**config.mk**
```make
export PLATFORM = sky130hd
export DESIGN_NAME = nsd_geom
export DESIGN_NICKNAME = d
export VERILOG_FILES = /design/src/nsd_pkg.sv /design/src/nsd_geom.sv
export SDC_FILE = /design/constraint.sdc
export NUM_CORES = 1
export LEC_CHECK = 0
export ABC_AREA = 1
export BUFFER_PORTS_ARGS = -buffer_cell sky130_fd_sc_hd__buf_2
export CAP_MARGIN = 20
export CORE_AREA = 2 2 230 232
export DETAILED_ROUTE_END_ITERATION = 12
export DIE_AREA = 0 0 232 234
export GPL_ROUTABILITY_DRIVEN = 0
export PLACE_DENSITY = 0.48
export SETUP_SLACK_MARGIN = 0.4
export SLEW_MARGIN = 20
export SYNTH_ARGS = -nofsm -noshare
export SYNTH_HDL_FRONTEND = slang
export SYNTH_SLANG_ARGS = --single-unit
```
**constraint.sdc**
```tcl
create_clock -name clk -period 19.12 [get_ports clk]
set_clock_uncertainty 0.1 [all_clocks]
set_input_delay 2.868 -clock clk [delete_from_list [all_inputs] [get_ports clk]]
set_output_delay 2.868 -clock clk [all_outputs]
set_load 0.02 [all_outputs]
```
**src/nsd_pkg.sv**
```systemverilog
// Shared constants, register codes and segment table for the digit pixel test.
`default_nettype none

package nsd_pkg;

  localparam int COORD_WIDTH_DEF = 12;
  localparam int COLOR_W         = 8;
  localparam int DIGIT_W         = 4;
  localparam int NUM_SEG         = 9;
  localparam int CFG_INDEX_W     = 3;

  // Register indexes on the configuration port.
  localparam logic [CFG_INDEX_W-1:0] REG_BOX_LEFT    = 3'd0;
  localparam logic [CFG_INDEX_W-1:0] REG_BOX_TOP     = 3'd1;
  localparam logic [CFG_INDEX_W-1:0] REG_BOX_WIDTH   = 3'd2;
  localparam logic [CFG_INDEX_W-1:0] REG_BOX_HEIGHT  = 3'd3;
  localparam logic [CFG_INDEX_W-1:0] REG_RED_LEVEL   = 3'd4;
  localparam logic [CFG_INDEX_W-1:0] REG_GREEN_LEVEL = 3'd5;
  localparam logic [CFG_INDEX_W-1:0] REG_BLUE_LEVEL  = 3'd6;

  localparam int BOX_LEFT_RST   = 0;
  localparam int BOX_TOP_RST    = 0;
  localparam int BOX_WIDTH_RST  = 16;
  localparam int BOX_HEIGHT_RST = 32;
  localparam logic [COLOR_W-1:0] LEVEL_RST = 8'd255;

  // x / 10 == (x * 52429) >> 19 holds exactly for every x below 2^16.
  localparam int               DIV10_MUL_W = 16;
  localparam logic [DIV10_MUL_W-1:0] DIV10_MUL = 16'd52429;
  localparam int               DIV10_SHIFT = 19;

  localparam logic [DIGIT_W-1:0] DIGIT_LIMIT = 4'd10;

  // Bit k lights segment k: top, middle, bottom, left upper, left lower,
  // centre upper, centre lower, right upper, right lower.
  function automatic logic [NUM_SEG-1:0] seg_mask(input logic [DIGIT_W-1:0] digit);
    logic [NUM_SEG-1:0] m;
    case (digit)
      4'd0:    m = 9'b110011101;
      4'd1:    m = 9'b001100000;
      4'd2:    m = 9'b010010111;
      4'd3:    m = 9'b110000111;
      4'd4:    m = 9'b110001010;
      4'd5:    m = 9'b100001111;
      4'd6:    m = 9'b100011111;
      4'd7:    m = 9'b110000001;
      4'd8:    m = 9'b110011111;
      4'd9:    m = 9'b110001011;
      default: m = '0;
    endcase
    return m;
  endfunction

endpackage

`default_nettype wire

```
**src/nsd_geom.sv**
```systemverilog
// Segment rectangle bounds derived from the digit box registers.
`default_nettype none

module nsd_geom #(
  parameter int COORD_WIDTH = nsd_pkg::COORD_WIDTH_DEF
) (
  input  wire logic                          clk,
  input  wire logic [COORD_WIDTH-1:0]        box_left,
  input  wire logic [COORD_WIDTH-1:0]        box_top,
  input  wire logic [COORD_WIDTH-1:0]        box_width,
  input  wire logic [COORD_WIDTH-1:0]        box_height,
  output logic signed [COORD_WIDTH+2:0]      x0 [nsd_pkg::NUM_SEG],
  output logic signed [COORD_WIDTH+2:0]      x1 [nsd_pkg::NUM_SEG],
  output logic signed [COORD_WIDTH+2:0]      y0 [nsd_pkg::NUM_SEG],
  output logic signed [COORD_WIDTH+2:0]      y1 [nsd_pkg::NUM_SEG]
);
  import nsd_pkg::*;

  localparam int SW     = COORD_WIDTH + 3;
  localparam int PROD_W = COORD_WIDTH + DIV10_MUL_W;

  logic [COORD_WIDTH-1:0] min_wh;
  logic [PROD_W-1:0]      prod;
  logic [PROD_W-1:0]      quot;
  logic [COORD_WIDTH-1:0] lw_nxt;
  logic [COORD_WIDTH-1:0] lw_r;
  logic [COORD_WIDTH-1:0] w_minus_lw;

  logic signed [SW-1:0] l_s, t_s, w_s, h_s, lw_s, lw2_s, hh_s, lwh_s, xoff_s;
  logic signed [SW-1:0] xc_s, yup0, yup1, ylo0, ylo1, xh0, xh1, xr0, lr_s;

  // The stroke width only depends on the registers, so it is registered
  // ahead of use; the bounds below are short adds from it.
  always_comb begin
    min_wh = (box_width < box_height) ? box_width : box_height;
    prod   = PROD_W'(min_wh) * PROD_W'(DIV10_MUL);
    quot   = prod >> DIV10_SHIFT;
    lw_nxt = (quot[COORD_WIDTH-1:0] == '0) ? COORD_WIDTH'(1) : quot[COORD_WIDTH-1:0];
  end

  always_ff @(posedge clk) begin
    lw_r <= lw_nxt;
  end

  always_comb begin
    w_minus_lw = box_width - lw_r;
    l_s    = $signed({3'b000, box_left});
    t_s    = $signed({3'b000, box_top});
    w_s    = $signed({3'b000, box_width});
    h_s    = $signed({3'b000, box_height});
    lw_s   = $signed({3'b000, lw_r});
    lw2_s  = lw_s + lw_s;
    hh_s   = $signed({4'b0000, box_height[COORD_WIDTH-1:1]});
    lwh_s  = $signed({4'b0000, lw_r[COORD_WIDTH-1:1]});
    xoff_s = (box_width >= lw_r) ? $signed({4'b0000, w_minus_lw[COORD_WIDTH-1:1]}) : '0;
    xc_s   = l_s + xoff_s;
    lr_s   = l_s + w_s;
    xh0    = l_s + lw2_s;
    xh1    = lr_s - lw2_s;
    xr0    = lr_s - lw_s;
    yup0   = t_s + lw_s;
    yup1   = t_s + hh_s - lw_s;
    ylo0   = t_s + hh_s + lw_s;
    ylo1   = t_s + hh_s + hh_s - lw_s;

    x0[0] = xh0;  x1[0] = xh1;  y0[0] = t_s;                y1[0] = t_s + lw_s;
    x0[1] = xh0;  x1[1] = xh1;  y0[1] = t_s + hh_s - lwh_s; y1[1] = t_s + hh_s - lwh_s + lw_s;
    x0[2] = xh0;  x1[2] = xh1;  y0[2] = t_s + h_s - lw_s;   y1[2] = t_s + h_s;
    x0[3] = l_s;  x1[3] = l_s + lw_s;  y0[3] = yup0;  y1[3] = yup1;
    x0[4] = l_s;  x1[4] = l_s + lw_s;  y0[4] = ylo0;  y1[4] = ylo1;
    x0[5] = xc_s; x1[5] = xc_s + lw_s; y0[5] = yup0;  y1[5] = yup1;
    x0[6] = xc_s; x1[6] = xc_s + lw_s; y0[6] = ylo0;  y1[6] = ylo1;
    x0[7] = xr0;  x1[7] = lr_s;        y0[7] = yup0;  y1[7] = yup1;
    x0[8] = xr0;  x1[8] = lr_s;        y0[8] = ylo0;  y1[8] = ylo1;
  end

endmodule

`default_nettype wire

```
==> results.sh, run 1 <==
export IMPL_multi_input_area_mm2=0.0105
export IMPL_cp_start_kind="input port"
export IMPL_routed_wl_um=53300
export IMPL_synth_edf_count=0
export IMPL_nNetsFinal=2783
export IMPL_cts_root_buf="clkbuf_16"
export IMPL_finalSetupViolations=0
export IMPL_fp_row_count=84
export IMPL_reg_largest_list="lw_r x9"
export IMPL_final_cell_mix="buf_2 (544), nand2_1 (392), inv_1 (347), ha_1 (257), a21oi_1 (158)"
export IMPL_critPathCaptureType="output port"
export IMPL_setup_ws_ps=8690
export IMPL_dp_hpwl_um=47100
export IMPL_grt_max_degree=23
export IMPL_drive_gt1_share_pct=24.9
export IMPL_critical_path_class="input port to output port"
export IMPL_largest_reg_flops=9
export IMPL_slowest_delay_ps=400
export IMPL_io_buffers=544
export IMPL_fp_dieW_um=232
export IMPL_cts_max_level=1
export IMPL_fillCellCount=5751
export IMPL_status="finished, final reports clean"
export IMPL_crit_start="box_width[0]"
export IMPL_grt_pass1_wl_um=76200
export IMPL_worst_slew_pin_slew_ps=892
export IMPL_path_max_fanout=7
export IMPL_ys_seq_area_share_pct=1.25
export IMPL_routed_via_density=4.58
export IMPL_syn_area_mm2=0.0144
export IMPL_syn_area_per_cell_um2=6.71
export IMPL_top_register="lw_r"
export IMPL_synth_warning_count=0
export IMPL_seq_area_um2=180
export IMPL_overflow=0
export IMPL_rsz0062_at_grt="no"
export IMPL_holdCritStartpoint="box_height[11]"
export IMPL_netlist_area_leader_share_pct=22.3
export IMPL_antenna_found_initial=4
export IMPL_hold_buffers=0
export IMPL_clkTransAtPathRegs_ps=40
export IMPL_synth_top_area_cell="ha_1"
export IMPL_fin_cells=3100
export IMPL_yosys_register_bits=9
export IMPL_fin_setup_tns_ps=0
export IMPL_cts_sinks=9
export IMPL_pin_count=589
export IMPL_synth_flop_cell="dfxtp_1"
export IMPL_placed_cells=3094
export IMPL_dr_pass1_iters=6
export IMPL_place_ws_ps=8720
export IMPL_core_mm2=0.0520
export IMPL_hold_ws_ps=3370
export IMPL_crit_family="adder cells"
export IMPL_layout_min_cycle_time_ps=10430
export IMPL_crit_top_cell="nand2_1"
export IMPL_fin_crit_sh_pct=54.6
export IMPL_post_cts_buffers=0
export IMPL_wl_per_cell_um=17.2
export IMPL_die_y_um=234
export IMPL_slowest_stage="fa_1"
export IMPL_ctsResizeCount=0
export IMPL_finalHoldViolations=0
export IMPL_worstHoldPathType="input port to register"
export IMPL_first_iter_violations=702
export IMPL_synth_distinct_cells=51
export IMPL_final_antenna_net_count=0
export IMPL_clk_path_buf_depth=2
export IMPL_fp_dieArea_mm2=0.0543
export IMPL_cp_required_ps=16150
export IMPL_cp_arrival_ps=7460
export IMPL_start_util_pct=27.7
export IMPL_numCtsBuffers=3
export IMPL_grt_pass1_vias=13100
export IMPL_slew_headroom_pct=40.5
export IMPL_grt_total_usage_pct=18.5
export IMPL_fmax_mhz=95.9
export IMPL_async_flop_share_pct=0
export IMPL_num_vias=14200
export IMPL_slew_violations=0
export IMPL_syn_to_final_growth_pct=9.40
export IMPL_maxCapViolCount=0
export IMPL_cp_num_buf_inv=7
export IMPL_drc=0
export IMPL_syn_inst=2150
export IMPL_synth_area_top_cells="ha_1 (22%), buf_4 (17%), nand2_1 (10%)"
export IMPL_tritoncts="yes"
export IMPL_final_common_cell="buf_2"
[through the flow]
step	cell area (µm²)	util [%]
after floorplan	14600	-
after global placement	15700	30.2
after detailed placement	15700	30.2
after CTS	15800	30.3
after global routing	15800	30.3
final	15800	30.3
[final timing paths]
check / end / slack, ps / depth (start not counted)
worst max-delay path: x1[41] / 8690 / 36
worst min-delay path: lw_r[8]$_SDFF_PN0_ / 3370 / 7
[kinds of logic (layout without fill, tap and decap cells)]
kind of cell | count (synthesis) | in the layout | share of synthesized area [%]
buffers and inverters | 694 | 911 | 26.9
XOR/XNOR | 150 | 150 | 9.21
adder cells (fa/ha/maj) | 323 | 323 | 31.4
other | 1 | 46 | 0.0260
AO/OA/AOI/OAI | 291 | 291 | 11.2
flip-flops | 9 | 9 | 1.25
AND/OR/NAND/NOR | 682 | 682 | 20.0
[area by class of cell]
class	count	share of cell area, %
Timing Repair Buffer	555	17.8
Multi-Input combinational cell	1490	66.7
Clock buffer	4	0.499
Tap cell	688	5.45
Sequential cell	9	1.14
Inverter	352	8.40
Antenna cell	2	0.0317
[synthesized netlist by cell type, types with 2 or more instances]
cell / n
nand4_1: 25
xor2_1: 103
a21oi_1: 158
o211ai_1: 3
o21a_1: 2
nand2_4: 2
nor4_1: 2
a31oi_1: 20
o21ai_0: 65
nor3b_1: 2
o21ai_1: 4
o21bai_1: 8
nand2_2: 10
or2_2: 5
nor2_2: 8
inv_4: 2
xnor2_1: 45
xor2_2: 2
buf_6: 2
o31ai_1: 2
buf_4: 334
nor3_1: 19
inv_1: 347
o2111ai_1: 2
nor2_1: 112
nand2_1: 392
a21boi_0: 4
nand3_2: 3
nand3_1: 98
clkbuf_1: 4
ha_1: 257
inv_2: 3
fa_1: 66
a211oi_1: 4
a21o_1: 11
dfxtp_1: 9
[per-layer routing]
metal	track usage (%)	share of wire [%]	routed length, µm
met5	0	0.047	25
met4	5.81	3.4	1800
met3	1.47	4.3	2310
met2	30.8	46	24600
met1	25.2	46	24600
Power of run 1 is not shown: default switching activity piles up to over one toggle a cycle in this logic, so the estimate is an artifact.
==> inputs of run 2 (changes only) <==
--- a/config.mk
+++ b/config.mk
@@ -12,7 +12,7 @@
 export DETAILED_ROUTE_END_ITERATION = 12
 export DIE_AREA = 0 0 232 234
 export GPL_ROUTABILITY_DRIVEN = 0
-export PLACE_DENSITY = 0.48
+export PLACE_DENSITY = 0.5
 export SETUP_SLACK_MARGIN = 0.4
 export SLEW_MARGIN = 20
 export SYNTH_ARGS = -nofsm -noshare
==> constraint.sdc (replaced) <==
create_clock -name clk -period 8.4 [get_ports clk]
set_clock_uncertainty 0.1 [all_clocks]
set_input_delay 1.26 -clock clk [delete_from_list [all_inputs] [get_ports clk]]
set_output_delay 1.26 -clock clk [all_outputs]
set_load 0.02 [all_outputs]
==> run 2 against run 1 <==
  * Design area grew 0.46%
  * Core utilization rose by 0.14 points
  * First-iteration DRC count grew 5.6%
  * Largest cell class unchanged
  * Highest routed layer unchanged
==> results.sh, run 2 (synthesis results as in run 1) <==
export IMPL_slew_headroom_pct=52.2
export IMPL_critical_path_class="input port to register"
export IMPL_cp_required_ps=8430
export IMPL_die_y_um=234
export IMPL_clk_path_buf_depth=2
export IMPL_dp_hpwl_um=47500
export IMPL_path_max_fanout=22
export IMPL_slew_violations=0
export IMPL_pin_count=589
export IMPL_num_vias=14300
export IMPL_fp_row_count=84
export IMPL_cp_arrival_ps=7470
export IMPL_cp_start_kind="input port"
export IMPL_ctsResizeCount=0
export IMPL_setup_ws_ps=956
export IMPL_drive_gt1_share_pct=25.2
export IMPL_routed_wl_um=54200
export IMPL_cts_root_buf="clkbuf_16"
export IMPL_worstHoldPathType="input port to register"
export IMPL_top_register="lw_r"
export IMPL_drc=0
export IMPL_fin_crit_sh_pct=88.6
export IMPL_clkTransAtPathRegs_ps=40
export IMPL_finalSetupViolations=0
export IMPL_maxCapViolCount=0
export IMPL_cts_max_level=1
export IMPL_grt_pass1_wl_um=76400
export IMPL_grt_max_degree=23
export IMPL_critPathCaptureType="register"
export IMPL_start_util_pct=27.7
export IMPL_grt_pass1_vias=12900
export IMPL_numCtsBuffers=3
export IMPL_hold_buffers=0
export IMPL_worst_slew_pin_slew_ps=711
export IMPL_reg_largest_list="lw_r x9"
export IMPL_status="finished, final reports clean"
export IMPL_postLayoutCoreUtil_pct=30.5
export IMPL_top_usage_layer="met2"
export IMPL_nNetsFinal=2793
export IMPL_fmax_mhz=134
export IMPL_final_antenna_net_count=0
export IMPL_fillCellCount=5785
export IMPL_io_buffers=544
export IMPL_slowest_delay_ps=620
export IMPL_largest_reg_flops=9
export IMPL_dr_pass1_iters=5
export IMPL_finalHoldViolations=0
export IMPL_crit_top_cell="nand2_1"
export IMPL_place_area_mm2=0.0158
export IMPL_syn_to_final_growth_pct=9.90
export IMPL_post_cts_buffers=0
export IMPL_final_cell_mix="buf_2 (544), nand2_1 (392), inv_1 (346), ha_1 (257), a21oi_1 (158)"
export IMPL_final_common_cell="buf_2"
export IMPL_rsz0062_at_grt="no"
export IMPL_antenna_found_initial=1
export IMPL_routed_via_density=4.61
export IMPL_met1_usage_pct=25.3
export IMPL_design_area_mm2=0.0159
export IMPL_place_ws_ps=820
export IMPL_tritoncts="yes"
export IMPL_cts_sinks=9
export IMPL_slowest_stage="fa_1"
export IMPL_first_iter_violations=741
export IMPL_fin_setup_tns_ps=0
export IMPL_core_mm2=0.0520
export IMPL_wl_per_cell_um=17.4
export IMPL_fp_dieW_um=232
export IMPL_grt_total_usage_pct=18.5
export IMPL_grt_use_met3_pct=1.25
export IMPL_layout_min_cycle_time_ps=7440
export IMPL_fp_dieArea_mm2=0.0543
export IMPL_use_met2_pct=32.2
export IMPL_overflow=0
-- run 2: cell types whose count changed in the layout (fill, tap and decap cells not counted), sizes merged --
cell	previous run	this run
diode	2	1
buf	555	565
-- run 2: area by class of cell --
type	instances	area (µm²)	area share, %
sequential	9	180	1.14
tap	688	861	5.43
clock buffer	4	78.8	0.497
inverter	352	1330	8.36
multi-input combinational	1490	10500	66.4
timing repair buffer	565	2880	18.2
antenna	1	2.50	0.0158
-- run 2: per-layer routing --
layer	part of all wire, %	wire, µm	vias up
met1	46	24900	6749
li1	-	-	7059
met5	0.018	10	-
met4	1.8	952	2
met2	48	25900	469
met3	4.4	2360	39
-- run 2: stage by stage --
stage	hold WS [ps]	instances
after global routing	1890	3108
after global placement	2080	3104
after CTS	1830	3108
after floorplan	1600	2193
final	1880	3109
after detailed placement	2080	3104
-- run 2: worst max-delay path: cells and delay by family --
| family | cells | cell delay [ps] |
|---|---|---|
| adders and majority gates | 6 | 2840 |
| and+or+nand+nor | 18 | 2620 |
| AOI/OAI and AO/OA | 1 | 80 |
| buffers and inverters | 7 | 640 |
-- run 2: final timing paths --
| kind | cells past startpoint | slack, ps | startpoint | endpoint |
|---|---|---|---|---|
| worst max-delay path | 32 | 960 | box_height[11] | lw_r[0]$_SDFF_PN1_ |
| worst min-delay path | 7 | 1880 | box_height[11] | lw_r[8]$_SDFF_PN0_ |
Power of run 2 is left out for the same reason.
==> inputs of run 3 (changes only) <==
--- a/config.mk
+++ b/config.mk
@@ -9,10 +9,11 @@
 export BUFFER_PORTS_ARGS = -buffer_cell sky130_fd_sc_hd__buf_2
 export CAP_MARGIN = 20
 export CORE_AREA = 2 2 230 232
+export CTS_CLUSTER_SIZE = 8
 export DETAILED_ROUTE_END_ITERATION = 12
 export DIE_AREA = 0 0 232 234
 export GPL_ROUTABILITY_DRIVEN = 0
-export PLACE_DENSITY = 0.5
+export PLACE_DENSITY = 0.48
 export SETUP_SLACK_MARGIN = 0.4
 export SLEW_MARGIN = 20
 export SYNTH_ARGS = -nofsm -noshare
==> constraint.sdc (replaced) <==
create_clock -name clk -period 7 [get_ports clk]
set_clock_uncertainty 0.1 [all_clocks]
set_input_delay 1.05 -clock clk [delete_from_list [all_inputs] [get_ports clk]]
set_output_delay 1.05 -clock clk [all_outputs]
set_load 0.02 [all_outputs]
==> run 3 against run 2 <==
  * Non-clock buffer count is 49 higher
  * Die area stayed put
  * Sequential share of layout area is 0.078 points lower
  * Flip-flop and latch count stayed put
  * Core utilization is 2.3 points higher
  * Global-route usage is 0.78 points higher
  * Count of clock-buffer cells in the layout stayed put
==> results.sh, run 3 (synthesis results as in run 1) <==
export IMPL_drc=0
export IMPL_nNetsFinal=2842
export IMPL_largest_reg_flops=9
export IMPL_final_common_cell="buf_2"
export IMPL_min_to="lw_r[8]$_SDFF_PN0_"
export IMPL_cp_arrival_ps=6490
export IMPL_final_cell_mix="buf_2 (533), nand2_1 (363), inv_1 (324), ha_1 (231), a21oi_1 (137)"
export IMPL_fp_row_count=84
export IMPL_holdCritStartpoint="box_height[10]"
export IMPL_worst_slew_pin_slew_ps=663
export IMPL_crit_top_cell="nand2_1"
export IMPL_slowest_stage="fa_2"
export IMPL_path_max_fanout=6
export IMPL_layout_min_cycle_time_ps=6410
export IMPL_crit_family="adder cells"
export IMPL_setup_ws_ps=594
export IMPL_grt_max_degree=14
export IMPL_num_vias=14500
export IMPL_overflow=0
export IMPL_grt_pass1_wl_um=78900
export IMPL_start_util_pct=27.7
export IMPL_fillCellCount=5768
export IMPL_rsz0062_at_grt="yes"
export IMPL_routed_via_density=4.58
export IMPL_cp_num_buf_inv=9
export IMPL_diodes=0
export IMPL_first_iter_violations=795
export IMPL_clkTransAtPathRegs_ps=40
export IMPL_grt_total_usage_pct=19.3
export IMPL_fp_dieW_um=232
export IMPL_top_register="lw_r"
export IMPL_tritoncts="yes"
export IMPL_critical_path_class="input port to register"
export IMPL_placed_cells=3133
export IMPL_reg_largest_list="lw_r x9"
export IMPL_cts_root_buf="clkbuf_16"
export IMPL_fin_crit_sh_pct=91.5
export IMPL_hold_ws_ps=1610
export IMPL_fp_dieArea_mm2=0.0543
export IMPL_worstHoldPathType="input port to register"
export IMPL_fin_cells=3157
export IMPL_die_y_um=234
export IMPL_critPathCaptureType="register"
export IMPL_drive_gt1_share_pct=32.5
export IMPL_slowest_delay_ps=620
export IMPL_dp_hpwl_um=49300
export IMPL_cts_max_level=1
export IMPL_dr_pass1_iters=5
export IMPL_syn_to_final_growth_pct=18.0
export IMPL_hold_buffers=0
export IMPL_cp_start_kind="input port"
export IMPL_slew_headroom_pct=55.5
export IMPL_clk_path_buf_depth=2
export IMPL_grt_pass1_vias=13100
export IMPL_core_mm2=0.0520
export IMPL_fmax_mhz=156
export IMPL_status="finished, final reports clean"
export IMPL_pin_count=589
export IMPL_place_ws_ps=-137
export IMPL_multi_input_area_mm2=0.0112
export IMPL_routed_wl_um=56400
export IMPL_min_delay_path_depth=8
export IMPL_finalHoldViolations=0
export IMPL_wl_per_cell_um=17.9
export IMPL_cp_required_ps=7080
export IMPL_slew_violations=0
export IMPL_io_buffers=544
export IMPL_maxCapViolCount=0
export IMPL_antenna_found_initial=1
export IMPL_numCtsBuffers=3
export IMPL_cts_sinks=9
export IMPL_finalSetupViolations=0
export IMPL_final_antenna_net_count=0
export IMPL_seq_area_um2=180
-- run 3: changes by cell type in the layout (fill, tap and decap cells not counted), sizes merged --
cell	before	now
clkbuf	4	6
buf	565	612
clkinvlp	0	3
inv	352	349
diode	1	0
-- run 3: timing repair --
action	in CTS	in global routing
buffers inserted	7	13
gates resized for setup	32	180
gates cloned	0	0
pin swaps	4	76
setup endpoints to repair	13	26
-- run 3: routing by layer --
layer / up-vias / track usage (%) / wire [µm]
met5: - / 0 / 13
met4: 2 / 3.51 / 1110
met3: 45 / 1.42 / 2550
met2: 453 / 32.4 / 26300
met1: 6783 / 27.2 / 26400
li1: 7171 / - / -
-- run 3: worst max-delay path by stage --
stage,start,end,slack (ps),cells past startpoint
floorplan,box_width[0],x1[54],450,34
global placement,box_width[1],lw_r[0]$_SDFF_PN1_,-100,32
detailed placement,box_width[1],lw_r[0]$_SDFF_PN1_,-140,32
CTS,box_height[11],lw_r[0]$_SDFF_PN1_,400,35
global route,box_height[10],lw_r[0]$_SDFF_PN1_,290,36
finish,box_height[10],lw_r[0]$_SDFF_PN1_,590,35
-- run 3: final cells by class --
cell class / instances / area share (%)
clock buffer: 4 / 0.463
inverter: 352 / 7.91
multi-input combinational: 1490 / 66.0
sequential: 9 / 1.06
tap: 688 / 5.05
timing repair buffer: 614 / 19.5
-- run 3: stage by stage --
step,area (µm²),TNS [ps],utilization [%]
2_1_floorplan,14600,0,-
3_3_place_gp,16000,-102,30.8
3_5_place_dp,16000,-204,30.8
4_1_cts,16300,0,31.3
5_1_grt,17000,0,32.7
6_report,17000,0,32.7
Power of run 3 is left out for the same reason.
